[src/hw/rtl/tcs_pkg.sv]
// Shared types and constants for the trajectory costmap scorer.
// Used by every module of the block; no dependencies.
`timescale 1ns / 1ps
package tcs_pkg;

  // Map and accumulator geometry
  localparam int MAP_SIDE   = 256;
  localparam int SUM_WIDTH  = 48;
  localparam int SIDE_W     = $clog2(MAP_SIDE);
  localparam int ADDR_W     = 2 * SIDE_W;
  localparam int CELL_COUNT = MAP_SIDE * MAP_SIDE;
  localparam int OUT_W      = 48;
  localparam logic [OUT_W-1:0] OUT_MAX = {OUT_W{1'b1}};

  // Special cost bytes
  localparam logic [7:0] COST_UNKNOWN   = 8'd255;
  localparam logic [7:0] COST_LETHAL    = 8'd254;
  localparam logic [7:0] COST_INSCRIBED = 8'd253;

  // Item modes
  localparam logic MODE_LOAD  = 1'b0;
  localparam logic MODE_SCORE = 1'b1;

  // Configuration register map
  localparam int CFG_ADDR_W = 5;
  localparam logic [2:0] REG_ORIGIN_X      = 3'd0;
  localparam logic [2:0] REG_ORIGIN_Y      = 3'd1;
  localparam logic [2:0] REG_INV_RES       = 3'd2;
  localparam logic [2:0] REG_MAP_WIDTH     = 3'd3;
  localparam logic [2:0] REG_MAP_HEIGHT    = 3'd4;
  localparam logic [2:0] REG_TRACK_UNKNOWN = 3'd5;
  localparam logic [2:0] REG_CRITICAL_COST = 3'd6;
  localparam logic [2:0] REG_COLLIDE_COST  = 3'd7;

  localparam logic [31:0] INV_RES_RESET = 32'd1310720;
  localparam logic [8:0]  MAP_DIM_RESET = 9'd256;

  typedef struct packed {
    logic signed [31:0] org_x;
    logic signed [31:0] org_y;
    logic [31:0]        inverse_resolution;
    logic [8:0]         map_width;
    logic [8:0]         map_height;
    logic               track_unknown_free;
    logic [31:0]        crit_term;
    logic [31:0]        hit_score;
  } cfg_t;

  // Item fields that ride along the pipeline
  typedef struct packed {
    logic        mode;
    logic [15:0] cell_index;
    logic [7:0]  cell_cost;
    logic        goal_zone;
    logic        last_point;
    logic        last_trajectory;
  } tag_t;

  // Accepted input transaction
  typedef struct packed {
    tag_t               tag;
    logic signed [31:0] point_x;
    logic signed [31:0] point_y;
  } item_t;

  // Stage after the scale multiply
  typedef struct packed {
    logic        valid;
    tag_t        tag;
    logic [31:0] cx;
    logic [31:0] cy;
    logic        neg_off_x;
    logic        neg_off_y;
  } xf_t;

  // Stage holding the memory read
  typedef struct packed {
    logic valid;
    tag_t tag;
    logic off_map;
  } cell_t;

  typedef struct packed {
    logic [OUT_W-1:0] repulsive_cost;
    logic             trajectory_collides;
    logic             all_collide;
    logic             batch_done;
  } result_t;

endpackage

[src/hw/rtl/tcs_map_xform.sv]
// Point-to-cell transform: origin subtract, then scale multiply per axis.
// Depends on tcs_pkg.
`timescale 1ns / 1ps
module tcs_map_xform (
  input  logic           clk,
  input  logic           rst,
  input  logic           adv,
  input  logic           in_valid,
  input  tcs_pkg::item_t in_item,
  input  tcs_pkg::cfg_t  cfg,
  output tcs_pkg::xf_t   xf
);
  import tcs_pkg::*;

  logic               s1_valid;
  tag_t               s1_tag;
  logic signed [32:0] s1_dx;
  logic signed [32:0] s1_dy;
  logic [63:0]        prod_x;
  logic [63:0]        prod_y;
  logic               inv_nonzero;

  // Stage 1: offset from the map origin
  always_ff @(posedge clk) begin
    if (rst) begin
      s1_valid <= 1'b0;
    end else if (adv) begin
      s1_valid <= in_valid;
    end
    if (adv) begin
      s1_tag <= in_item.tag;
      s1_dx  <= 33'(in_item.point_x) - 33'(cfg.org_x);
      s1_dy  <= 33'(in_item.point_y) - 33'(cfg.org_y);
    end
  end

  // Scale by cells per meter; a non-negative offset fits in 32 bits
  assign prod_x      = 64'(s1_dx[31:0]) * 64'(cfg.inverse_resolution);
  assign prod_y      = 64'(s1_dy[31:0]) * 64'(cfg.inverse_resolution);
  assign inv_nonzero = (cfg.inverse_resolution != 32'd0);

  // Stage 2: floored cell coordinate, negative offsets flagged when the scale is nonzero
  always_ff @(posedge clk) begin
    if (rst) begin
      xf.valid <= 1'b0;
    end else if (adv) begin
      xf.valid <= s1_valid;
    end
    if (adv) begin
      xf.tag       <= s1_tag;
      xf.cx        <= s1_dx[32] ? 32'd0 : prod_x[63:32];
      xf.cy        <= s1_dy[32] ? 32'd0 : prod_y[63:32];
      xf.neg_off_x <= s1_dx[32] && inv_nonzero;
      xf.neg_off_y <= s1_dy[32] && inv_nonzero;
    end
  end

endmodule

[config.mk]
export PLATFORM = sky130hd
export DESIGN_NAME = tcs_map_xform
export DESIGN_NICKNAME = d
export VERILOG_FILES = /design/src/hw/rtl/tcs_pkg.sv /design/src/hw/rtl/tcs_map_xform.sv
export SDC_FILE = /design/constraint.sdc
export NUM_CORES = 2
export LEC_CHECK = 0
export BUFFER_PORTS_ARGS = -buffer_cell sky130_fd_sc_hd__clkbuf_2
export CAP_MARGIN = 20
export CORE_MARGIN = 4
export CORE_UTILIZATION = 51
export DETAILED_ROUTE_END_ITERATION = 12
export PLACE_DENSITY_LB_ADDON = 0.05
export RECOVER_POWER = 25
export SLEW_MARGIN = 10
export SYNTH_ARGS = -nofsm -noshare
export SYNTH_HDL_FRONTEND = slang
export SYNTH_SLANG_ARGS = --single-unit
[constraint.sdc]
create_clock -name clk -period 7.6 [get_ports clk]
set_input_delay 0 -clock clk [delete_from_list [all_inputs] [get_ports clk]]
set_output_delay 0 -clock clk [all_outputs]
set_load 0.05 [all_outputs]
=== Word-level counts from Yosys, hierarchy flattened ===
Cells that the tools add are included.

* Add/sub/neg operators: 2
* Multipliers: 2
* Reduce and logical (&&, ||, !) cells: 3

{| class="wikitable"
|+ Operator list
! kind !! count
|-
| 32-bit by 32-bit multiplier with 64-bit output || 2
|-
| 32-bit by 32-bit subtractor with 33-bit output || 2
|-
| 32-bit nonzero test || 1
|-
| 1-bit logical AND || 2
|}

* Register bits after elaboration: 190
* Bits of input ports: 275

=== Logic depth before layout (Yosys ltp) ===
* Depth after elaboration: 2
* Depth in mapped cells: 31
* Gate-level depth less buffers: 29

=== Least setup slack after synthesis ===
No wires, ideal clock.

* Path type: reg-to-reg
* From: register s1_dx[17]
* To: register xf[62] (netlist bit) (data pin)
* Library setup time: 266 ps
* Data arrival time: 7,124 ps
* Required time: 7,334 ps
* Path slack: 210 ps
* Cell stages (with the launch flop): 25
* Clock period less this slack: 7,390 ps
* Cells stage by stage: edfxtp_1 -> clkbuf_1 -> and2_1 -> fa_1 -> fa_1 -> inv_1 -> fa_1 -> fa_1 -> inv_1 -> fa_1 -> fa_1 -> fa_1 -> fa_1 -> ha_1 -> a21o_1 -> a211o_1 -> nor3b_2 -> a21oi_1 -> o31ai_2 -> o21bai_4 -> o21a_4 -> a31o_1 -> a221oi_2 -> xor2_1 -> nor2_1

* Longest elaborated chain between the ends: 1

{| class="wikitable"
|+ Ends and longest elaborated chain
! what !! line !! RTL
|-
| start: declaration || tcs_map_xform.sv:17 || <nowiki>logic signed [32:0] s1_dx;</nowiki>
|-
| start signal: assignment || tcs_map_xform.sv:32 || <nowiki>s1_dx <= 33'(in_item.point_x) - 33'(cfg.org_x);</nowiki>
|-
| 32-bit by 32-bit multiplier with 64-bit output || tcs_map_xform.sv:38 || <nowiki>assign prod_x = 64'(s1_dx[31:0]) * 64'(cfg.inverse_resolution);</nowiki>
|-
| end: declaration || tcs_map_xform.sv:11 || <nowiki>output tcs_pkg::xf_t xf</nowiki>
|}

No other way between the ends.
A chain may end at the register's enable or synchronous reset.

=== Worst setup path in the final report ===
* From: register s1_dx[8]
* To: register xf[64] (netlist bit) (data pin)

The elaborated chain is that of the path after synthesis.

==> impl_metrics.env <==
export IMPL_yosys_cell_count_top_type="sky130_fd_sc_hd__inv_1"
export IMPL_netlist_instances=7973
export IMPL_ys_dominant_reg_cell="sky130_fd_sc_hd__edfxtp_1"
export IMPL_chipHeight_um=391
export IMPL_synth_largest_area_cell="sky130_fd_sc_hd__fa_1"
export IMPL_maxCapViolCount=1
export IMPL_post_dp_hpwl_um=172000
export IMPL_clock_skew_final_ns=0.0216
export IMPL_synthTopCellsByArea="sky130_fd_sc_hd__fa_1 (48%), sky130_fd_sc_hd__and2_1 (10%), sky130_fd_sc_hd__ha_1 (9.8%)"
export IMPL_antenna_nets_post_route=0
export IMPL_finalHoldWorstSlack_ns=0.0244
export IMPL_numCtsBuffers=17
export IMPL_buffer_ports_inserted=286
export IMPL_yosysWarnings=0
export IMPL_critical_path_required_ns=7.91
export IMPL_seq_area_frac_synth_pct=7.60
export IMPL_flow_area_growth_from_synthesis_pct=16.2
export IMPL_cell_rows=140
export IMPL_die_area_sq_mm=0.153
export IMPL_report_final_hold_viol_count=0
export IMPL_finalMaxSlewViolations=95
export IMPL_synthesis_area_per_instance_sq_um=9.38
export IMPL_route_detailed_drc=0
export IMPL_grt_pass1_vias=61319
export IMPL_cts_sinks=190
export IMPL_hold_path_class="input pin to register"
export IMPL_slowest_stage="sky130_fd_sc_hd__fa_1"
export IMPL_critical_path_top_delay_family="adder cells"
export IMPL_cts_htree_levels=4
export IMPL_outcome="complete, but fails checks"
export IMPL_first_pass_grt_wire_length_um=339000
export IMPL_synth_top_cells_by_count="sky130_fd_sc_hd__inv_1 (1827), sky130_fd_sc_hd__fa_1 (1792), sky130_fd_sc_hd__and2_1 (1194)"
export IMPL_globalRouteMet2Util_pct=50.1
export IMPL_place_ws_ns=-0.614
export IMPL_grt_ovfl_total=0
export IMPL_mappedNetlistArea_sq_mm=0.0748
export IMPL_worst_path_largest_cell_delay_ns=0.56
export IMPL_layout_nets=11240
export IMPL_start_util_pct=51.3
export IMPL_cp_common_cell="sky130_fd_sc_hd__fa_1"
export IMPL_avgRoutedWirePerCell_um=19.8
export IMPL_setup_viol=20
export IMPL_period_minus_slack_ns=7.88
export IMPL_worstSetupEndpointType="register"
export IMPL_netlist_cell_type_count=75
export IMPL_global_route_usage_met1_pct=36.9
export IMPL_synth_async_sr_flop_share_pct=0
export IMPL_timing_final_crit_share_pct=104
export IMPL_share_of_cells_above_drive_strength_1_pct=15.6
export IMPL_timing_slew_headroom_pct=-276
export IMPL_max_freq_ghz=0.127
export IMPL_cts_tree="built"
export IMPL_root_buffer="sky130_fd_sc_hd__clkbuf_16"
export IMPL_crit_arrival_ns=8.18
export IMPL_grt_setup_unrepaired="true"
export IMPL_synth_seq_cells=190
export IMPL_fp_dieW_um=391
export IMPL_critical_path_buf_inv_count=6
export IMPL_grt_busiest_layer="met2"
export IMPL_max_clock_path_buffers=2
export IMPL_core_ar_sq_mm=0.146
export IMPL_grt_max_degree=98
export IMPL_post_drt_via_cell_ratio=5.25
export IMPL_worst_setup_path_start_kind="register"
export IMPL_synth_edff_count=188
export IMPL_globalRouteMet3Util_pct=3.04
export IMPL_clkTransAtPathRegs_ns=0.10
export IMPL_final_design_area_no_fill_sq_mm=0.0869
export IMPL_path_max_fanout=5
export IMPL_place_congestion=0.913
export IMPL_path_class="register to register"
export IMPL_grt_util_all_layers_pct=28.6
export IMPL_post_route_worst_setup_slack_ns=-0.276
export IMPL_first_iter_violations=2980
export IMPL_num_vias=55255
export IMPL_routed_wl_um=209000
export IMPL_floorplan_io_pins=370
export IMPL_antenna_found_initial=2
export IMPL_tightestPinTransition_ns=5.65
export IMPL_clk_latency_ns=0.57
export IMPL_nets_in_the_synthesized_netlist=10624
export IMPL_violations="capacitance limit, slew limit, setup timing"
export IMPL_antennaDiodeCount=0
export IMPL_synth_top_area_share_pct=48.0
export IMPL_place_area_sq_mm=0.0822
export IMPL_dr_pass1_iters=6
[stage by stage]
| step | TNS [ns] | util [%] | std cells |
|---|---|---|---|
| after floorplan | 0 | - | 7973 |
| final | -2.70 | 59.6 | 10519 |
| after global placement | -12.93 | 56.4 | 10290 |
| after global routing | -11.01 | 59.6 | 10519 |
| after detailed placement | -14.77 | 56.4 | 10290 |
| after CTS | -1.88 | 58.8 | 10486 |
[state kept, by name (all words and copies together) (netlist names)]
register,flops
s1_dx,33
s1_dy,33
s1_tag,28
s1_valid,1
xf,95
[cell usage in the layout, fill, tap and decap left out, types with 35 or more instances in the layout]
cell type and instances:
sky130_fd_sc_hd__dlygate4sd3_1 104, sky130_fd_sc_hd__and2_1 1160, sky130_fd_sc_hd__clkbuf_2 284, sky130_fd_sc_hd__o21ai_0 60
sky130_fd_sc_hd__inv_2 49, sky130_fd_sc_hd__ha_1 547, sky130_fd_sc_hd__nand2_1 926, sky130_fd_sc_hd__buf_12 89
sky130_fd_sc_hd__xor2_1 44, sky130_fd_sc_hd__xnor2_1 70, sky130_fd_sc_hd__ha_4 36, sky130_fd_sc_hd__nand4_1 35
sky130_fd_sc_hd__a21o_1 111, sky130_fd_sc_hd__edfxtp_1 188, sky130_fd_sc_hd__fa_1 1719, sky130_fd_sc_hd__fa_2 73
sky130_fd_sc_hd__buf_4 486, sky130_fd_sc_hd__buf_6 84, sky130_fd_sc_hd__a21oi_1 119, sky130_fd_sc_hd__nor2_1 133
sky130_fd_sc_hd__inv_1 1778
[area by class of cell]
cell class              instances  area (sq um)
clock inverters                15           226
multi-input cells            5496         62300
repair buffers               1057          9010
clock buffers                  17           425
well taps                    1917          2400
inverters                    1827          6860
flip-flops and latches        190          5690
fillers                     12915         58800
[repair_timing]
action	CTS	global route
resized for setup	251	272
pin swaps	182	201
buffers inserted	60	50
hold endpoints to repair	67	0
hold buffers	104	0
setup endpoints to repair	50	55
cloned	4	1
[routing by layer]
metal  vias up  share of wire (%)
met5         -                  0
met4         0                4.2
met3       312                4.2
met2      1312                 51
met1     28970                 40
li1      24661                  -
[final timing paths]
| check | end | cells past startpoint | slack (ns) | from |
|---|---|---|---|---|
| min reg2reg | xf[71]$_DFFE_PP_ | 0 | 0.43 | s1_tag[5]$_DFFE_PP_ |
| min | s1_dx[5]$_DFFE_PP_ | 5 | 0.02 | cfg[151] |
| max reg2reg | xf[64]$_SDFFCE_PP0P_ | 27 | -0.28 | s1_dx[8]$_DFFE_PP_ |
| max | xf[64]$_SDFFCE_PP0P_ | 27 | -0.28 | s1_dx[8]$_DFFE_PP_ |
[cells by family after synthesis]
group,after synthesis,share of synthesized area [%]
buffers and inverters,2287,11.5
xor gates and xnor gates,123,1.44
adders and majority gates,2376,57.7
muxes,4,0.0569
and+or+nand+nor,2459,16.9
AOI/OAI and AO/OA,534,4.80
DFF,190,7.60
[tightest hold or removal path, delay by kind of cell]
kind	cells	cell delay, ns
adders and majority gates	1	0.21
buffers and inverters	2	0.12
AOI/OAI and AO/OA	1	0.06
and+or+nand+nor	1	0.08
Power is left out: the tool's default activity adds up to more than one toggle a clock period on the data nets, which glitch-free logic cannot reach.
