==> config.mk <==
export PLATFORM = sky130hd
export DESIGN_NAME = tcs_accum
export DESIGN_NICKNAME = d
export VERILOG_FILES = /design/src/hw/rtl/tcs_pkg.sv /design/src/hw/rtl/tcs_accum.sv
export SDC_FILE = /design/constraint.sdc
export NUM_CORES = 1
export LEC_CHECK = 0
export ABC_CLOCK_PERIOD_IN_PS = 3530
export BUFFER_PORTS_ARGS = -buffer_cell sky130_fd_sc_hd__buf_2
export CORE_ASPECT_RATIO = 1.5
export CORE_MARGIN = 3
export CORE_UTILIZATION = 42
export DETAILED_ROUTE_END_ITERATION = 6
export GPL_TIMING_DRIVEN = 0
export PLACE_DENSITY = 0.79
export SLEW_MARGIN = 20
export SYNTH_ARGS = -nofsm -noshare
export SYNTH_HDL_FRONTEND = slang
export SYNTH_SLANG_ARGS = --single-unit
export TNS_END_PERCENT = 10
==> constraint.sdc <==
create_clock -name clk -period 3.53 [get_ports clk]
set_input_delay 0 -clock clk [delete_from_list [all_inputs] [get_ports clk]]
set_output_delay 0 -clock clk [all_outputs]
set_load 0.05 [all_outputs]
==> src/hw/rtl/tcs_pkg.sv <==
// Shared types and constants for the trajectory costmap scorer.
// Used by every module of the block; no dependencies.
`timescale 1ns / 1ps
package tcs_pkg;

  // Map and accumulator geometry
  localparam int MAP_SIDE   = 256;
  localparam int SUM_WIDTH  = 48;
  localparam int SIDE_W     = $clog2(MAP_SIDE);
  localparam int ADDR_W     = 2 * SIDE_W;
  localparam int CELL_COUNT = MAP_SIDE * MAP_SIDE;
  localparam int OUT_W      = 48;
  localparam logic [OUT_W-1:0] OUT_MAX = {OUT_W{1'b1}};

  // Special cost bytes
  localparam logic [7:0] COST_UNKNOWN   = 8'd255;
  localparam logic [7:0] COST_LETHAL    = 8'd254;
  localparam logic [7:0] COST_INSCRIBED = 8'd253;

  // Item modes
  localparam logic MODE_LOAD  = 1'b0;
  localparam logic MODE_SCORE = 1'b1;

  // Configuration register map
  localparam int CFG_ADDR_W = 5;
  localparam logic [2:0] REG_ORIGIN_X      = 3'd0;
  localparam logic [2:0] REG_ORIGIN_Y      = 3'd1;
  localparam logic [2:0] REG_INV_RES       = 3'd2;
  localparam logic [2:0] REG_MAP_WIDTH     = 3'd3;
  localparam logic [2:0] REG_MAP_HEIGHT    = 3'd4;
  localparam logic [2:0] REG_TRACK_UNKNOWN = 3'd5;
  localparam logic [2:0] REG_CRITICAL_COST = 3'd6;
  localparam logic [2:0] REG_COLLIDE_COST  = 3'd7;

  localparam logic [31:0] INV_RES_RESET = 32'd1310720;
  localparam logic [8:0]  MAP_DIM_RESET = 9'd256;

  typedef struct packed {
    logic signed [31:0] org_x;
    logic signed [31:0] org_y;
    logic [31:0]        inverse_resolution;
    logic [8:0]         map_width;
    logic [8:0]         map_height;
    logic               track_unknown_free;
    logic [31:0]        crit_term;
    logic [31:0]        hit_score;
  } cfg_t;

  // Item fields that ride along the pipeline
  typedef struct packed {
    logic        mode;
    logic [15:0] cell_index;
    logic [7:0]  cell_cost;
    logic        goal_zone;
    logic        last_point;
    logic        last_trajectory;
  } tag_t;

  // Accepted input transaction
  typedef struct packed {
    tag_t               tag;
    logic signed [31:0] point_x;
    logic signed [31:0] point_y;
  } item_t;

  // Stage after the scale multiply
  typedef struct packed {
    logic        valid;
    tag_t        tag;
    logic [31:0] cx;
    logic [31:0] cy;
    logic        neg_off_x;
    logic        neg_off_y;
  } xf_t;

  // Stage holding the memory read
  typedef struct packed {
    logic valid;
    tag_t tag;
    logic off_map;
  } cell_t;

  typedef struct packed {
    logic [OUT_W-1:0] repulsive_cost;
    logic             trajectory_collides;
    logic             all_collide;
    logic             batch_done;
  } result_t;

endpackage

==> src/hw/rtl/tcs_accum.sv <==
// Per-point term, saturating trajectory sum and collision flags.
// Depends on tcs_pkg.
`timescale 1ns / 1ps
module tcs_accum (
  input  logic            clk,
  input  logic            rst,
  input  logic            adv,
  input  tcs_pkg::cell_t  rd_stage,
  input  logic [7:0]      rd_cost,
  input  tcs_pkg::cfg_t   cfg,
  output logic            push,
  output tcs_pkg::result_t res
);
  import tcs_pkg::*;

  logic [SUM_WIDTH-1:0] cost_sum;
  logic [SUM_WIDTH-1:0] cost_sum_next;
  logic                 hit_flag;
  logic                 all_hit_flag;
  logic                 fire;
  logic [7:0]           cost;
  logic                 collide;
  logic                 hit_now;
  logic                 all_now;
  logic [SUM_WIDTH-1:0] term;
  logic [SUM_WIDTH:0]   sum_add;
  logic [63:0]          score;

  assign fire = adv && rd_stage.valid && (rd_stage.tag.mode == MODE_SCORE);
  assign push = fire && rd_stage.tag.last_point;

  // Classify the cell and form its term
  always_comb begin
    cost    = rd_stage.off_map ? COST_UNKNOWN : rd_cost;
    collide = (cost == COST_LETHAL) || (cost == COST_INSCRIBED) ||
              ((cost == COST_UNKNOWN) && !cfg.track_unknown_free);
    if (cost == 8'd0) begin
      term = '0;
    end else if (cost >= COST_INSCRIBED) begin
      term = SUM_WIDTH'(cfg.crit_term);
    end else if (rd_stage.tag.goal_zone) begin
      term = '0;
    end else begin
      term = SUM_WIDTH'({cost, 16'd0});
    end
    sum_add       = {1'b0, cost_sum} + {1'b0, term};
    cost_sum_next = sum_add[SUM_WIDTH] ? {SUM_WIDTH{1'b1}} : sum_add[SUM_WIDTH-1:0];
    hit_now       = hit_flag || collide;
    all_now       = all_hit_flag && hit_now;
  end

  // Score of the finished trajectory, clipped to the output width
  always_comb begin
    score                   = hit_now ? 64'(cfg.hit_score) : 64'(cost_sum_next);
    res.repulsive_cost      = (score > 64'(OUT_MAX)) ? OUT_MAX : score[OUT_W-1:0];
    res.trajectory_collides = hit_now;
    res.all_collide         = rd_stage.tag.last_trajectory && all_now;
    res.batch_done          = rd_stage.tag.last_trajectory;
  end

  // Advance the running state; clear the sum and hit flag at the end of each trajectory
  always_ff @(posedge clk) begin
    if (rst) begin
      cost_sum     <= '0;
      hit_flag     <= 1'b0;
      all_hit_flag <= 1'b1;
    end else if (fire) begin
      if (rd_stage.tag.last_point) begin
        cost_sum     <= '0;
        hit_flag     <= 1'b0;
        all_hit_flag <= rd_stage.tag.last_trajectory ? 1'b1 : all_now;
      end else begin
        cost_sum <= cost_sum_next;
        hit_flag <= hit_now;
      end
    end
  end

  // A trajectory end leaves a clean sum and collision flag
  a_traj_clear: assert property (@(posedge clk) disable iff (rst)
    push |=> (cost_sum == '0) && !hit_flag)
    else $error("trajectory state not cleared after last point");

  // A batch end restores the all-collide flag
  a_batch_clear: assert property (@(posedge clk) disable iff (rst)
    (push && rd_stage.tag.last_trajectory) |=> all_hit_flag)
    else $error("batch flag not restored after last trajectory");

endmodule

# --- After elaboration in Yosys (flattened, before gate mapping) ---
# Index checks and enable logic that the tools add are counted.
totals:
  reg_bits: 50
  input_bits: 220
  output_inout_bits: 52
  elab_cells: 31
classes:
  n_addsub: 1
  magnitude_cmp: 2
  eq_ne: 3
  mux: 10
  n_reduce_logical: 12
op_table:
  columns: ["op", "n"]
  rows:
  - ["48-bit 2-to-1 mux", 5]
  - ["48-bit by 48-bit adder with 49-bit output", 1]
  - ["48-bit greater-than comparator, second input constant", 1]
  - ["32-bit 2-to-1 mux", 1]
  - ["8-bit == test, second input constant", 3]
  - ["24-bit 2-to-1 mux", 1]
  - ["8-bit greater-or-equal comparator, second input constant", 1]
  - ["8-bit logical NOT", 1]
  - ["8-bit 2-to-1 mux", 1]
  - ["1-bit logical AND", 6]
  - ["1-bit logical OR", 3]
  - ["1-bit 2-to-1 mux", 2]
  - ["2-bit AND reduction", 1]
  - ["1-bit logical NOT", 1]

# --- Logic depth before layout (Yosys ltp) ---
depth:
  word_depth: 9
  depth_mapped: 21
  mapped_depth_nobuf: 16

# --- Least setup slack after synthesis ---
# OpenSTA, ideal clock, no wires.
synth_path:
  kind: "input to output"
  from: "input rd_cost[2]"
  to: "output res[47] (netlist bit)"
  t_arrival_ns: 4.364
  required_time_ns: 3.530
  path_slack_ns: -0.834
  stages: 18
  path_buffers: 3
  path_cell_list: "nand4_1 > nor2_1 > o21ai_0 > nand2b_1 > clkbuf_1 > clkbuf_1 > and2_1 > ha_1 > fa_1 > a21oi_1 > nand4b_1 > a21oi_1 > nor2_1 > o41ai_4 > a21oi_2 > or3_1 > clkbuf_2 > a211oi_1"
synth_lines:
  columns: ["item", "line_no", "rtl"]
  rows:
  - ["from (decl)", "tcs_accum.sv:9", "input logic [7:0] rd_cost,"]
  - ["to (decl)", "tcs_accum.sv:12", "output tcs_pkg::result_t res"]

# --- Worst setup path after layout ---
layout_path:
  from: "input rd_cost[5]"
  to: "register cost_sum[46]"
layout_via:
  elab_chain_cells: 7
  word_cells_on_any_way: 9
  classes_between: "add/sub (1); order compare (1); mux (6); reduce/logical (1)"
layout_lines:
  columns: ["item", "line_no", "rtl"]
  rows:
  - ["8-bit 2-to-1 mux *", "tcs_accum.sv:34", "cost = rd_stage.off_map ? COST_UNKNOWN : rd_cost;"]
  - ["8-bit greater-or-equal comparator or 24-bit 2-to-1 mux (tied branches)", "tcs_accum.sv:39, tcs_accum.sv:41", null]
  - ["32-bit 2-to-1 mux", "tcs_accum.sv:39", "end else if (cost >= COST_INSCRIBED) begin"]
  - ["48-bit 2-to-1 mux *", "tcs_accum.sv:37", "if (cost == 8'd0) begin"]
  - ["48-bit by 48-bit adder with 49-bit output *", "tcs_accum.sv:46", "sum_add = {1'b0, cost_sum} + {1'b0, term};"]
  - ["48-bit 2-to-1 mux *", "tcs_accum.sv:47", "cost_sum_next = sum_add[SUM_WIDTH] ? {SUM_WIDTH{1'b1}} : sum_add[SUM_WIDTH-1:0];"]
  - ["48-bit 2-to-1 mux *", "tcs_accum.sv:68", "if (rd_stage.tag.last_point) begin"]
  - ["to (signal assigned)", "tcs_accum.sv:73", "cost_sum <= cost_sum_next;"]
  - ["to (decl)", "tcs_accum.sv:16", "logic [SUM_WIDTH-1:0] cost_sum;"]
# Mark *: on every way between the ends. The rest lies on a longest branch, timed or not.
# A chain may end at the register's enable or synchronous reset.

==> key figures <==
Pwr
  • Clock network power share: 34.5%
  • Leakage power: between 3 and 4 nW
  • Internal power: 0.00122 W
  • Seq pwr share: a little under a third
  • Power Dens Cells: about 270 nW/um^2
  • Total power: roughly 0.0019 W
  • Sw Pwr: a little under 0.0007 W
  • Gate power share: a little over a third
  • Sw Ratio: 35.9%
  • Max VDD drop: approximately 0.18 mV

Critical path
  • Crit path kind: input port to register
  • CP Buf/Inv Count: 6
  • Setup crit start: rd_cost[5]
  • WP data arrival: about 3.7 ns
  • FF-to-FF Start: cost_sum[16]
  • Most frequent CP cell: buf_6
  • Critical path's slowest cell: or4b_1
  • Delay-heaviest family, CP: simple AND/OR/NAND/NOR gates
  • Worst setup EP type: register
  • CP Max Fanout: 8
  • Crit-path max cell delay: around 0.48 ns
  • Required time worst endpoint: around 3.7 ns
  • CP cell instances: buf_6 -> nand4_1 -> nor2_2 -> o21ai_1 -> nand2b_1 -> buf_8 -> buf_12 -> clkbuf_16 -> nand2_1 -> o31ai_1 -> ha_1 -> buf_6 -> nand4_1 -> or3_4 -> o221a_4 -> o41ai_4 -> buf_6 -> a21oi_4 -> or3_4 -> or4b_1 -> o211a_1
  • Worst setup SP type: input port

Finish
  • Fill count: roughly 1000
  • Fin util: slightly above 60%
  • Antenna cells: 0
  • Non-filler cells, final: 1047
  • Layout area overhead: 40.2%
  • NumNets Final: ~1100
  • Share of cells above drive strength 1: between 30% and 40%

STA
  • Worst slew margin: 35.3%
  • Setup tns final: 0 ns
  • Final hold violation count: 0
  • Period utilization: 98.1%
  • Measured slew at the worst slew-check pin: just under 1 ns
  • Final hold slack: roughly 0.035 ns
  • Post-Route Skew: roughly 0.0069 ns
  • Finish-stage setup viols: 0
  • RSZ-0062 raised after global routing: true
  • Max Freq: just under 0.3 GHz
  • Slew Limit Fails: 0
  • Post-layout min period: 3.46 ns

Synthesis
  • Number of synthesized flops with an enable pin: 0
  • Post-synthesis register bit count: 50
  • Synth async-reset ratio: 0%
  • Post-synthesis sequential area ratio: 20.0%
  • Top post-synthesis cells by area: dfxtp_1 20%, ha_1 8.0%, nand2_1 7.5%
  • Post-Synthesis Cells: around 740
  • Syn_area_per_cell: between 6 and 7 sq um
  • Top_reg_cell synth: dfxtp_1
  • Synth cell count leaders: 100 x nand2_1, 96 x nor2_1, 59 x a21oi_1
  • Post-synth top area cell: dfxtp_1
  • Mapped Area: around 5000 sq um
  • Syn nets: just under 1000
  • Synth warnings: 0
  • Cell variety after synth: 59
  • Share of the synthesized area in the top cell type: around a fifth
  • Most numerous cell in the Yosys netlist: nand2_1

GRT
  • Global-route wire length before repair: 27300 um
  • Largest net degree at the start of global routing: 17
  • Total Routing Usage GR: between 20 and 30%
  • Vias in the first global route: around 5900
  • Total global routing overflow: 0
  • Initial antenna violation count: 0

Place
  • Post-DP HPWL: 13400 um
  • Port Buf Inserts: roughly 130
  • RePlAce Congestion: 0.975
  • Placed Instances: a little over 1000

Clocking
  • Clk Latency, worst-skew pair: about 0.3 ns
  • TritonCTS Buffers: 5
  • Worst-case clock buffer depth: 2
  • Reg clk slew, reported paths: around 0.080 ns
  • Clock sinks: 50
  • Root buf cell: clkbuf_16
  • CTS tree: yes
  • Htree depth: 2

Routing
  • DRT iter0 DRCs: 410
  • Post-route ant nets: 0
  • First-pass iteration count of the detailed router: 6
  • Via count: between 6000 and 7000
  • DR WL/cell: approximately 18 um
  • Post-Route WL: between 15000 and 20000 um
  • Avg Vias per Cell: 5.95
  • Drt drc: 0

Min path
  • HP Class: input port to register
  • Hold Crit Start: rd_stage[2]

Die
  • Chip height: around 140 um
  • Initial Util: 43.2%
  • FP Rows: 48
  • Ports: 272
  • Die ar.: between 10000 and 15000 sq um
  • Die Wd: between 90 and 100 um
  • Core area: 11600 sq um

Outcome
  • Status: finished, final reports clean

Flow run
  • Max_cap viols: 0
==> power by group through the flow <==
stage               logic (W)  registers, W  clock network (W)
CTS                  0.000612      0.000573           0.000656
global placement     0.000568      0.000586                  0
floorplan            0.000412      0.000585                  0
global route         0.000718      0.000574           0.000678
finish               0.000675      0.000573           0.000658
detailed placement   0.000572      0.000586                  0
==> area by class of cell <==
cell class                      instances  area (sq um)  area share [%]
Buffer                                 44           256            3.66
Clock buffer                            5           125            1.78
Clock inverter                          3          68.8           0.981
Inverter                               12          45.0           0.642
Multi-Input combinational cell        624          4200            59.9
Sequential cell                        50          1000            14.3
Tap cell                              150           188            2.67
Timing Repair Buffer                  159          1130            16.1
==> metal layers <==
| metal | vias up | wire length, um | track usage (%) |
|---|---|---|---|
| met1 | 2871 | 6850 | 30.5 |
| li1 | 2968 | - | - |
| met2 | 323 | 9050 | 44.3 |
| met3 | 71 | 1370 | 3.35 |
| met4 | 0 | 1050 | 13.2 |
| met5 | - | 0 | 0 |
==> cells by family after synthesis <==
| family | share of synthesized area [%] |
|---|---|
| AND/OR/NAND/NOR | 29.8 |
| adder cells (fa/ha/maj) | 8.40 |
| buffers and inverters | 5.12 |
| flip-flops | 20.0 |
| AO/OA/AOI/OAI | 29.0 |
| XOR/XNOR | 6.65 |
| multiplexers | 1.00 |
==> worst paths after layout <==
path                                     end  slack [ns]  depth (start not counted)
worst max register to register  cost_sum[46]        0.36                         11
worst min-delay path            cost_sum[33]        0.03                          4
worst min register to register  cost_sum[27]        0.47                          2
worst max-delay path            cost_sum[46]        0.07                         21
==> cell usage in the layout (no fill, tap or decap), drive strengths merged, types with 17 or more instances in the layout <==
master / n
buf: 168
nand2: 100
nor2: 96
a21oi: 61
o21ai: 57
dfxtp: 50
clkbuf: 39
ha: 32
and2: 32
a31oi: 22
xnor2: 21
nand3: 20
and3: 19
xor2: 17
==> per-stage QoR <==
stage	instance area, sq um	setup slack (ns)
after floorplan	5210	-0.115
after detailed placement	6060	-0.899
after global routing	7020	-0.129
after CTS	6590	-0.0341
final	7020	0.0681
after global placement	6060	-0.935
==> sequential cells by signal, indices dropped and copies added (netlist names) <==
name          cells
cost_sum         48
hit_flag          1
all_hit_flag      1
==> worst register-to-register path, cell delays in order, from the launching register on <==
cell and delay (ns):
dfxtp_1 0.33, ha_1 0.27, clkbuf_1 0.26, nand2_1 0.09
or3_4 0.42, o221a_4 0.30, o41ai_4 0.05, buf_6 0.18
a21oi_4 0.09, or3_4 0.46, or4b_1 0.48, o211a_1 0.14
==> repair_timing <==
item	4_1_cts	5_1_grt
buffers inserted	10	15
gates resized for setup	79	100
endpoints found under the hold margin	1	0
hold buffers	1	0
cloned	2	1
endpoints found under the setup margin	92	66
pin swaps	10	26
No activity file was read; power rests on OpenSTA's default activity.
