**src/hw/rtl/tcs_pkg.sv**
```systemverilog
// Shared types and constants for the trajectory costmap scorer.
// Used by every module of the block; no dependencies.
`timescale 1ns / 1ps
package tcs_pkg;

  // Map and accumulator geometry
  localparam int MAP_SIDE   = 256;
  localparam int SUM_WIDTH  = 48;
  localparam int SIDE_W     = $clog2(MAP_SIDE);
  localparam int ADDR_W     = 2 * SIDE_W;
  localparam int CELL_COUNT = MAP_SIDE * MAP_SIDE;
  localparam int OUT_W      = 48;
  localparam logic [OUT_W-1:0] OUT_MAX = {OUT_W{1'b1}};

  // Special cost bytes
  localparam logic [7:0] COST_UNKNOWN   = 8'd255;
  localparam logic [7:0] COST_LETHAL    = 8'd254;
  localparam logic [7:0] COST_INSCRIBED = 8'd253;

  // Item modes
  localparam logic MODE_LOAD  = 1'b0;
  localparam logic MODE_SCORE = 1'b1;

  // Configuration register map
  localparam int CFG_ADDR_W = 5;
  localparam logic [2:0] REG_ORIGIN_X      = 3'd0;
  localparam logic [2:0] REG_ORIGIN_Y      = 3'd1;
  localparam logic [2:0] REG_INV_RES       = 3'd2;
  localparam logic [2:0] REG_MAP_WIDTH     = 3'd3;
  localparam logic [2:0] REG_MAP_HEIGHT    = 3'd4;
  localparam logic [2:0] REG_TRACK_UNKNOWN = 3'd5;
  localparam logic [2:0] REG_CRITICAL_COST = 3'd6;
  localparam logic [2:0] REG_COLLIDE_COST  = 3'd7;

  localparam logic [31:0] INV_RES_RESET = 32'd1310720;
  localparam logic [8:0]  MAP_DIM_RESET = 9'd256;

  typedef struct packed {
    logic signed [31:0] org_x;
    logic signed [31:0] org_y;
    logic [31:0]        inverse_resolution;
    logic [8:0]         map_width;
    logic [8:0]         map_height;
    logic               track_unknown_free;
    logic [31:0]        crit_term;
    logic [31:0]        hit_score;
  } cfg_t;

  // Item fields that ride along the pipeline
  typedef struct packed {
    logic        mode;
    logic [15:0] cell_index;
    logic [7:0]  cell_cost;
    logic        goal_zone;
    logic        last_point;
    logic        last_trajectory;
  } tag_t;

  // Accepted input transaction
  typedef struct packed {
    tag_t               tag;
    logic signed [31:0] point_x;
    logic signed [31:0] point_y;
  } item_t;

  // Stage after the scale multiply
  typedef struct packed {
    logic        valid;
    tag_t        tag;
    logic [31:0] cx;
    logic [31:0] cy;
    logic        neg_off_x;
    logic        neg_off_y;
  } xf_t;

  // Stage holding the memory read
  typedef struct packed {
    logic valid;
    tag_t tag;
    logic off_map;
  } cell_t;

  typedef struct packed {
    logic [OUT_W-1:0] repulsive_cost;
    logic             trajectory_collides;
    logic             all_collide;
    logic             batch_done;
  } result_t;

endpackage

```
**src/hw/rtl/tcs_score_if.sv**
```systemverilog
// Output channel: valid/ready handshake with one trajectory score.
// Depends on nothing.
`timescale 1ns / 1ps
interface tcs_score_if;
  logic        valid;
  logic        ready;
  logic [47:0] repulsive_cost;
  logic        trajectory_collides;
  logic        all_collide;
  logic        batch_done;

  modport source (
    output valid, repulsive_cost, trajectory_collides, all_collide, batch_done,
    input  ready
  );
  modport sink (
    input  valid, repulsive_cost, trajectory_collides, all_collide, batch_done,
    output ready
  );
endinterface

```
**src/hw/rtl/tcs_out_buf.sv**
```systemverilog
// Two-entry result buffer that decouples the pipeline from the output channel.
// Depends on tcs_pkg and tcs_score_if.
`timescale 1ns / 1ps
module tcs_out_buf (
  input  logic             clk,
  input  logic             rst,
  input  logic             push,
  input  tcs_pkg::result_t res,
  output logic             adv,
  tcs_score_if.source      score
);
  import tcs_pkg::*;

  result_t    entries [2];
  logic       wr_ptr;
  logic       rd_ptr;
  logic [1:0] count;
  logic       pop;

  // Pipeline moves only while a slot is free
  assign adv = (count != 2'd2);
  assign pop = score.valid && score.ready;

  assign score.valid               = (count != 2'd0);
  assign score.repulsive_cost      = entries[rd_ptr].repulsive_cost;
  assign score.trajectory_collides = entries[rd_ptr].trajectory_collides;
  assign score.all_collide         = entries[rd_ptr].all_collide;
  assign score.batch_done          = entries[rd_ptr].batch_done;

  // Store on push
  always_ff @(posedge clk) begin
    if (push) begin
      entries[wr_ptr] <= res;
    end
  end

  // Track pointers and fill level
  always_ff @(posedge clk) begin
    if (rst) begin
      wr_ptr <= 1'b0;
      rd_ptr <= 1'b0;
      count  <= 2'd0;
    end else begin
      if (push) wr_ptr <= !wr_ptr;
      if (pop)  rd_ptr <= !rd_ptr;
      count <= count + 2'(push) - 2'(pop);
    end
  end

  a_no_overfill: assert property (@(posedge clk) disable iff (rst)
    !(count == 2'd2 && push))
    else $error("result pushed into a full buffer");

  a_count_range: assert property (@(posedge clk) disable iff (rst)
    count != 2'd3)
    else $error("buffer count out of range");

  a_drain: assert property (@(posedge clk) disable iff (rst)
    (pop && !push) |=> (count == $past(count) - 2'd1))
    else $error("buffer count did not drop on pop");

endmodule
```
**src/flat_wrapper.sv**
```systemverilog
// flat-port wrapper written by rule: the top's interface ports become plain ports
module tcs_out_buf_flat import tcs_pkg::*;
  (clk, rst, push, res, adv, score_valid, score_repulsive_cost, score_trajectory_collides, score_all_collide, score_batch_done, score_ready);
  tcs_score_if score_i ();
  input  logic clk;
  input  logic rst;
  input  logic push;
  input  tcs_pkg::result_t res;
  output logic adv;
  output wire logic [$bits(score_i.valid)-1:0] score_valid;
  output wire logic [$bits(score_i.repulsive_cost)-1:0] score_repulsive_cost;
  output wire logic [$bits(score_i.trajectory_collides)-1:0] score_trajectory_collides;
  output wire logic [$bits(score_i.all_collide)-1:0] score_all_collide;
  output wire logic [$bits(score_i.batch_done)-1:0] score_batch_done;
  input wire logic [$bits(score_i.ready)-1:0] score_ready;
  assign score_valid = score_i.valid;
  assign score_repulsive_cost = score_i.repulsive_cost;
  assign score_trajectory_collides = score_i.trajectory_collides;
  assign score_all_collide = score_i.all_collide;
  assign score_batch_done = score_i.batch_done;
  assign score_i.ready = score_ready;
  tcs_out_buf u_core (.clk(clk), .rst(rst), .push(push), .res(res), .adv(adv), .score(score_i));
endmodule
```
**config.mk**
```make
export PLATFORM = sky130hd
export DESIGN_NAME = tcs_out_buf_flat
export DESIGN_NICKNAME = d
export VERILOG_FILES = /design/src/hw/rtl/tcs_pkg.sv /design/src/hw/rtl/tcs_score_if.sv /design/src/hw/rtl/tcs_out_buf.sv /design/src/flat_wrapper.sv
export SDC_FILE = /design/constraint.sdc
export NUM_CORES = 1
export LEC_CHECK = 0
export BUFFER_PORTS_ARGS = -buffer_cell sky130_fd_sc_hd__buf_4
export CORE_ASPECT_RATIO = 1.75
export CORE_MARGIN = 3
export CORE_UTILIZATION = 30
export CTS_CLUSTER_SIZE = 30
export DETAILED_ROUTE_END_ITERATION = 8
export PLACE_DENSITY = 0.59
export SYNTH_ARGS = -nofsm -noshare
export SYNTH_HDL_FRONTEND = slang
export SYNTH_SLANG_ARGS = --single-unit
```
**constraint.sdc**
```tcl
create_clock -name clk -period 6.6 [get_ports clk]
set_clock_uncertainty 0.2 [all_clocks]
set_input_delay 1.32 -clock clk [delete_from_list [all_inputs] [get_ports clk]]
set_output_delay 1.32 -clock clk [all_outputs]
set_load 0.01 [all_outputs]
```
# [Yosys cells after proc, flatten, opt, wreduce, memory -nomap -nowiden]
# Memory sizes are Yosys's and may differ from the RTL's. A register that Yosys moved wholly into a read port is not among the register bits.
# Cells that the tools add are included.
[totals] regBits=4 latchBits=0 ram_bits=102 romBits=0 inputBits=55 output_inout_bits=53 elab_cells=15 mem_count=1
[memory_table] memory="u_core.entries" words=2 width=51 rd=1 rd_ports_with_merged_regs=1 wr=1 line_no="tcs_out_buf.sv:14" text="result_t entries [2];"
[classes] add_sub_neg=2 multipliers=0 div=0 n_lt_le_gt_ge=0 eq_ne=1 shifts=0 mux=4 bitwise_logic=0 reduce_logical=4
[ops] cell="$mux W1" count=4
[ops] cell="$add A2 B1 Y2" count=1
[ops] cell="$logic_not A1 Y1" count=2
[ops] cell="$ne A2 B2 Y1 const B" count=1
[ops] cell="$reduce_bool A2 Y1" count=1
[ops] cell="$sub A2 B1 Y2" count=1
[ops] cell="$logic_and A1 B1 Y1" count=1

# [Longest topological paths before layout]
# Gate-level depths: netlist of run 1.
[depth] depth_word=4 mapped_depth=6 ltp_nobuf=6

# [Worst setup path before layout of run 1]
# Ideal clock, no wire load.
[synth_path] kind="input-to-reg" start="in push" end="mem u_core.entries[0][0] (netlist bit) (enable)" setup_time_ns=0.466 arrival_time_ns=3.579 required_time_ns=5.934 path_slack_ns=2.355 stages=1 path_cell_list="nor2b_1"
[synth_via] elab_chain_len=2
[synth_rtl] item="start, declared" line_no="flat_wrapper.sv:7" text="input logic push;"
[synth_rtl] item="$mux W1" line_no="tcs_out_buf.sv:32" text="if (push) begin"
[synth_rtl] item="$mux W1 (implied by the code)" line_no="tcs_out_buf.sv:33" text="entries[wr_ptr] <= res;"
[synth_rtl] item="end, declared" line_no="tcs_out_buf.sv:14"
# Every way passes these cells.

==> summary.txt, run 1 <==
drc violations: 0
final setup margin: 3181 ps
final core utilization: 40.13%
Cell Pwr Density: 328.9 nW/um2
Fin. Hold Viols: 0
Final HPWL DP: 5.057 mm
DR iter-0 viols: 60
CTS max path bufs: 2
GP Congestion: 0.6733
nets@finish: 353
post-cts sizing count: 0
slowest stage delay, CP: 1000 ps
TritonCTS clock tree: yes
sequential-to-total area share from yosys stat: 76.54%
leakage power: 2.094 nW
H-tree depth: 3
wire per inst: 15.90 um
crit path launch type: register
clock root cell: clkbuf_16
boundary pin count: 108
post-DR vias/cell: 4.177
syn_area_per_cell: 22.71 um2
critical-path maximum fanout: 51
layout cell share with drive strength beyond 1: 59.00%
total die area: 15280 um2
DRT Pass-1 Iters: 4
TritonCTS Buffers: 9
CP endpoint kind: output port
antenna violations before repair: 0
largest net degree at the start of global routing: 52
Netlist Area Pre-Place: 4133 um2
initial core utilization: 30.72%
GR Util All Layers: 10.40%
WS Path Type: reg -> out
most frequent cells in the layout: buf_4 (109), edfxtp_1 (102), mux2_4 (50), clkbuf_16 (9), dfxtp_1 (4)
critical path, cell by cell: mux2_2, buf_4
clk_lat worst skew: 330 ps
Max Clk Rate: 0.2925 GHz
grt ovf: 0
Worst IR Drop VDD: 0.2253 mV
final worst path period need: 3419 ps
Synth cell types: 16
Syn Inst Count: 182
normalized max-slew margin: 34.63%
Rows: 56
commonest non-fill, non-tap cell in the layout: buf_4
final setup fails: 0
register bit total from synthesis: 107
Clock Sinks: 107
post-CTS setup buffer count: 0
via count: 1980
Worst R2R Start: u_core.wr_ptr$_SDFFE_PP0P_
drt total wl: 7.536 mm
vias in the first global route: 2233
CTS clk-pin slew, worst paths: 70 ps
Die Span X: 94.73 um
fin crit share: 51.80%
Antenna diodes: 0
setup TNS: 0 ps
Setup WS pre-CTS: 3396 ps
PortBufs: 107
Max stage delay cell, worst path: dfxtp_4
Synth Net Count: 239
CTS Hold Bufs: 0
unrepaired setup endpoints after global routing: false
core area: 13450 um2
Max-cap violations: 0
Layout area overhead: 30.64%
Least-Margin Pin Slew: 980.5 ps
outcome: complete, no violations
first-pass GRT wire length: 11.67 mm
Routed Antenna Nets: 0
Die Span Y: 161.3 um
Crit path required time: 5080 ps
Synth Warn #: 0
HP Start: u_core.wr_ptr$_SDFFE_PP0P_
WP data arrival: 1900 ps
final slew viol count: 0
Hold Crit Class: reg -> reg
==> synthesized netlist by cell type <==
cell        n  area [um2]
nor2b_1     3       18.77
dfxtp_1     5       100.1
nand2_1     1       3.750
ha_1        2       25.02
nor2_1      3       11.26
edfxtp_1  102        3063
or2_2       1       6.260
mux2_4     50       750.7
xnor2_1     1       8.760
mux2_1      2       22.52
and2_1      1       6.260
mux2_2      1       11.26
inv_1       2       7.510
o21a_1      1       7.510
buf_6       6       67.56
xnor3_1     1       22.52
==> final cells by class <==
| cell class | instances | area (um2) |
|---|---|---|
| Clock buffer | 11 | 232.7 |
| Clock inverter | 4 | 52.55 |
| Fill cell | 1270 | 8054 |
| Inverter | 2 | 7.507 |
| Multi-Input combinational cell | 67 | 903.4 |
| Sequential cell | 107 | 3167 |
| Tap cell | 174 | 217.7 |
| Timing Repair Buffer | 109 | 818.3 |
==> layer usage <==
layer / wire length [um] / share of wire [%] / global-route usage, %
met5: 0 / 0 / 0
met4: 275 / 3.6 / 6.110
met3: 429 / 5.7 / 3.355
met2: 4209 / 56 / 18.28
met1: 2622 / 35 / 10.43
==> report_power, final <==
part / switching [mW] / internal [mW]
combinational: 0.136 / 0.261
sequential: 0.0671 / 0.799
clock: 0.221 / 0.292
==> path summary, 6_finish.rpt <==
check | to | slack, ps | cells after the start
min | u_core.wr_ptr$_SDFFE_PP0P_ | 380 | 2
max reg2reg | u_core.entries[1][38]$_DFFE_PP_ | 4550 | 2
min reg2reg | u_core.wr_ptr$_SDFFE_PP0P_ | 380 | 2
max | score_repulsive_cost[47] | 3180 | 2
==> through the flow <==
step	hold slack [ps]	power [mW]	instance area, um2	cells
after floorplan	296.5	1.118	4133	182
after global placement	351.2	1.281	5114	459
after detailed placement	374.4	1.289	5114	459
after CTS	383.5	1.808	5399	474
after global routing	424.8	1.864	5399	474
final	380.5	1.776	5399	474
==> cells by family after synthesis <==
group	synth area share (%)
simple gates	1.120
xor+xnor	0.7569
flops	76.54
mux	18.98
fa+ha+maj	0.6054
compound gates	0.1817
buf+inv	1.816
==> critical path, delay by kind of cell (launching register included) <==
| kind | cells | cell delay, ps |
|---|---|---|
| buffers and inverters | 1 | 140 |
| DFF | 1 | 1000 |
| muxes | 1 | 420 |
==> registers in the layout, summed over array words and instances (netlist names), named ones only <==
name	cells
u_core.entries	102
u_core.wr_ptr	1
u_core.count	2
u_core.rd_ptr	1
Power figures use the tool's default switching activity.
==> run 2: changes to the inputs <==
--- a/config.mk
+++ b/config.mk
@@ -11,7 +11,7 @@
 export CORE_UTILIZATION = 30
 export CTS_CLUSTER_SIZE = 30
 export DETAILED_ROUTE_END_ITERATION = 8
-export PLACE_DENSITY = 0.59
+export PLACE_DENSITY = 0.61
 export SYNTH_ARGS = -nofsm -noshare
 export SYNTH_HDL_FRONTEND = slang
 export SYNTH_SLANG_ARGS = --single-unit
==> constraint.sdc (replaced) <==
create_clock -name clk -period 3 [get_ports clk]
set_clock_uncertainty 0.2 [all_clocks]
set_input_delay 0.6 -clock clk [delete_from_list [all_inputs] [get_ports clk]]
set_output_delay 0.6 -clock clk [all_outputs]
set_load 0.01 [all_outputs]
==> run 2 against run 1 <==
Via count rose by 0.25%. Setup slack lost 2700 ps. Wire length rose by 0.35%. Register-to-register slack worse by 3300 ps. Critical endpoint is now score_repulsive_cost[28]. Total power is 120% higher. Hold slack lost 130 ps. Combinational power is 140% higher.
==> summary.txt, run 2 (synthesis gave the netlist of run 1 again) <==
final worst path period need: 2562 ps
vias in the first global route: 2229 (was 2233)
Top reg by flops: u_core.entries (unchanged)
final slew viol count: 0 (unchanged)
initial core utilization: 30.72% (unchanged)
antenna violations before repair: 0 (unchanged)
grt ovf: 0 (unchanged)
DRT Pass-1 Iters: 4 (unchanged)
H-tree depth: 3 (unchanged)
unrepaired setup endpoints after global routing: false (unchanged)
normalized max-slew margin: 67.89% (was 34.63%)
final setup fails: 0 (unchanged)
Final Cell Area: 5431 um2 (was 5399 um2)
via count: 1985 (was 1980)
Least-Margin Pin Slew: 481.6 ps (was 980.5 ps)
Setup WS pre-CTS: 757.2 ps (was 3396 ps)
first-pass GRT wire length: 11.59 mm (was 11.67 mm)
post-CTS setup buffer count: 0 (unchanged)
leakage power: 2.118 nW (was 2.094 nW)
most numerous cell on the critical path: buf_4
DR iter-0 viols: 74 (was 60)
Routed Antenna Nets: 0 (unchanged)
CTS Hold Bufs: 0 (unchanged)
CTS clk-pin slew, worst paths: 70 ps (about the same)
registers with the most flip-flops: u_core.entries (102), u_core.count (2) (unchanged)
Layout area overhead: 31.43% (was 30.64%)
post-DR vias/cell: 4.144 (was 4.177)
CTS max path bufs: 2 (unchanged)
GP Congestion: 0.7325 (was 0.6733)
post-cts sizing count: 0 (unchanged)
boundary pin count: 108 (unchanged)
Rows: 56 (unchanged)
Antenna diodes: 0 (unchanged)
Max stage delay cell, worst path: dfxtp_4 (unchanged)
Die Span Y: 161.3 um (unchanged)
nets@finish: 357 (was 353)
number of flip-flops in the largest register: 102 (unchanged)
WS Path Type: reg -> out (unchanged)
critical-path maximum fanout: 23 (was 51)
GR Util All Layers: 10.38% (was 10.40%)
clock root cell: clkbuf_16 (unchanged)
Worst IR Drop VDD: 0.3374 mV (was 0.2253 mV)
critical path, cell by cell: buf_4, mux2_4, buf_4 (was mux2_2, buf_4)
TritonCTS Buffers: 9 (unchanged)
PortBufs: 107 (unchanged)
TritonCTS clock tree: yes (unchanged)
Max-cap violations: 0 (unchanged)
Crit path required time: 2200 ps (was 5080 ps)
Die Span X: 94.73 um (unchanged)
setup TNS: 0 ps (unchanged)
Fin. Hold Viols: 0 (unchanged)
hold_ws: 247.2 ps (was 380.5 ps)
clk_lat worst skew: 330 ps (about the same)
layout cell share with drive strength beyond 1: 59.67% (was 59.00%)
crit path launch type: register (unchanged)
Clock Sinks: 107 (unchanged)
fin crit share: 85.39%
outcome: complete, no violations (unchanged)
Final HPWL DP: 5.559 mm (was 5.057 mm)
final core utilization: 40.37% (was 40.13%)
Cell Area, Placed: 5169 um2 (was 5114 um2)
core area: 13450 um2 (unchanged)
total die area: 15280 um2 (unchanged)
largest net degree at the start of global routing: 33 (was 52)
wire per inst: 15.79 um (was 15.90 um)
slowest stage delay, CP: 630 ps (was 1000 ps)
Max Clk Rate: 0.3904 GHz
most frequent cells in the layout: buf_4 (111), edfxtp_1 (102), mux2_4 (50), clkbuf_16 (9), dfxtp_1 (4) (was buf_4 (109), edfxtp_1 (102), mux2_4 (50), clkbuf_16 (9), dfxtp_1 (4))
drt total wl: 7.562 mm (was 7.536 mm)
final setup margin: 438.4 ps (was 3181 ps)
commonest non-fill, non-tap cell in the layout: buf_4 (unchanged)
Cell Pwr Density: 703.6 nW/um2 (was 328.9 nW/um2)
CP endpoint kind: output port (unchanged)
Hold Crit Class: in -> reg (was reg -> reg)
WP data arrival: 1760 ps (was 1900 ps)
drc violations: 0 (unchanged)
## run 2: changes by cell type in the layout (fill, tap and decap cells not counted), sizes merged
cell      previous run  this run
buf                109       113
clkinv               0         3
bufinv               1         0
clkinvlp             3         2
## run 2: layout make-up
class / count / area [um2]
fill: 1261 / 8021
sequential: 107 / 3167
multi-input combinational: 67 / 903.4
timing repair buffer: 113 / 873.3
clock buffer: 11 / 232.7
tap: 174 / 217.7
clock inverter: 5 / 30.03
inverter: 2 / 7.507
## run 2: worst max-delay path: cells and delay by family, from the launching register on
family | cells | cell delay, ps
multiplexers | 1 | 320
buffers and inverters | 2 | 460
flip-flops | 1 | 630
## run 2: stage by stage
stage / power (mW) / instances
floorplan: 2.459 / 182
global placement: 2.824 / 463
detailed placement: 2.848 / 463
CTS: 3.886 / 479
global route: 4.005 / 479
finish: 3.822 / 479
## run 2: path summary, 6_finish.rpt
| path | startpoint | endpoint | slack (ps) | cells past startpoint |
|---|---|---|---|---|
| min | res[17] | u_core.entries[0][17]$_DFFE_PP_ | 250 | 1 |
| max | register | score_repulsive_cost[28] | 440 | 3 |
| max reg2reg | u_core.wr_ptr$_SDFFE_PP0P_ | u_core.entries[1][45]$_DFFE_PP_ | 1250 | 2 |
| min reg2reg | u_core.wr_ptr$_SDFFE_PP0P_ | u_core.wr_ptr$_SDFFE_PP0P_ | 380 | 2 |
## run 2: metal layers
metal  share of wire (%)  global-route usage (%)
met5                   0                       0
met1                  31                   9.183
met4                 2.0                   4.928
met3                 6.3                   3.169
met2                  60                   20.24
## run 2: power breakdown
part | switching (mW) | total [mW] | internal (mW)
clock | 0.474 | 1.03 | 0.558
combinational | 0.356 | 0.943 | 0.587
sequential | 0.0878 | 1.85 | 1.76
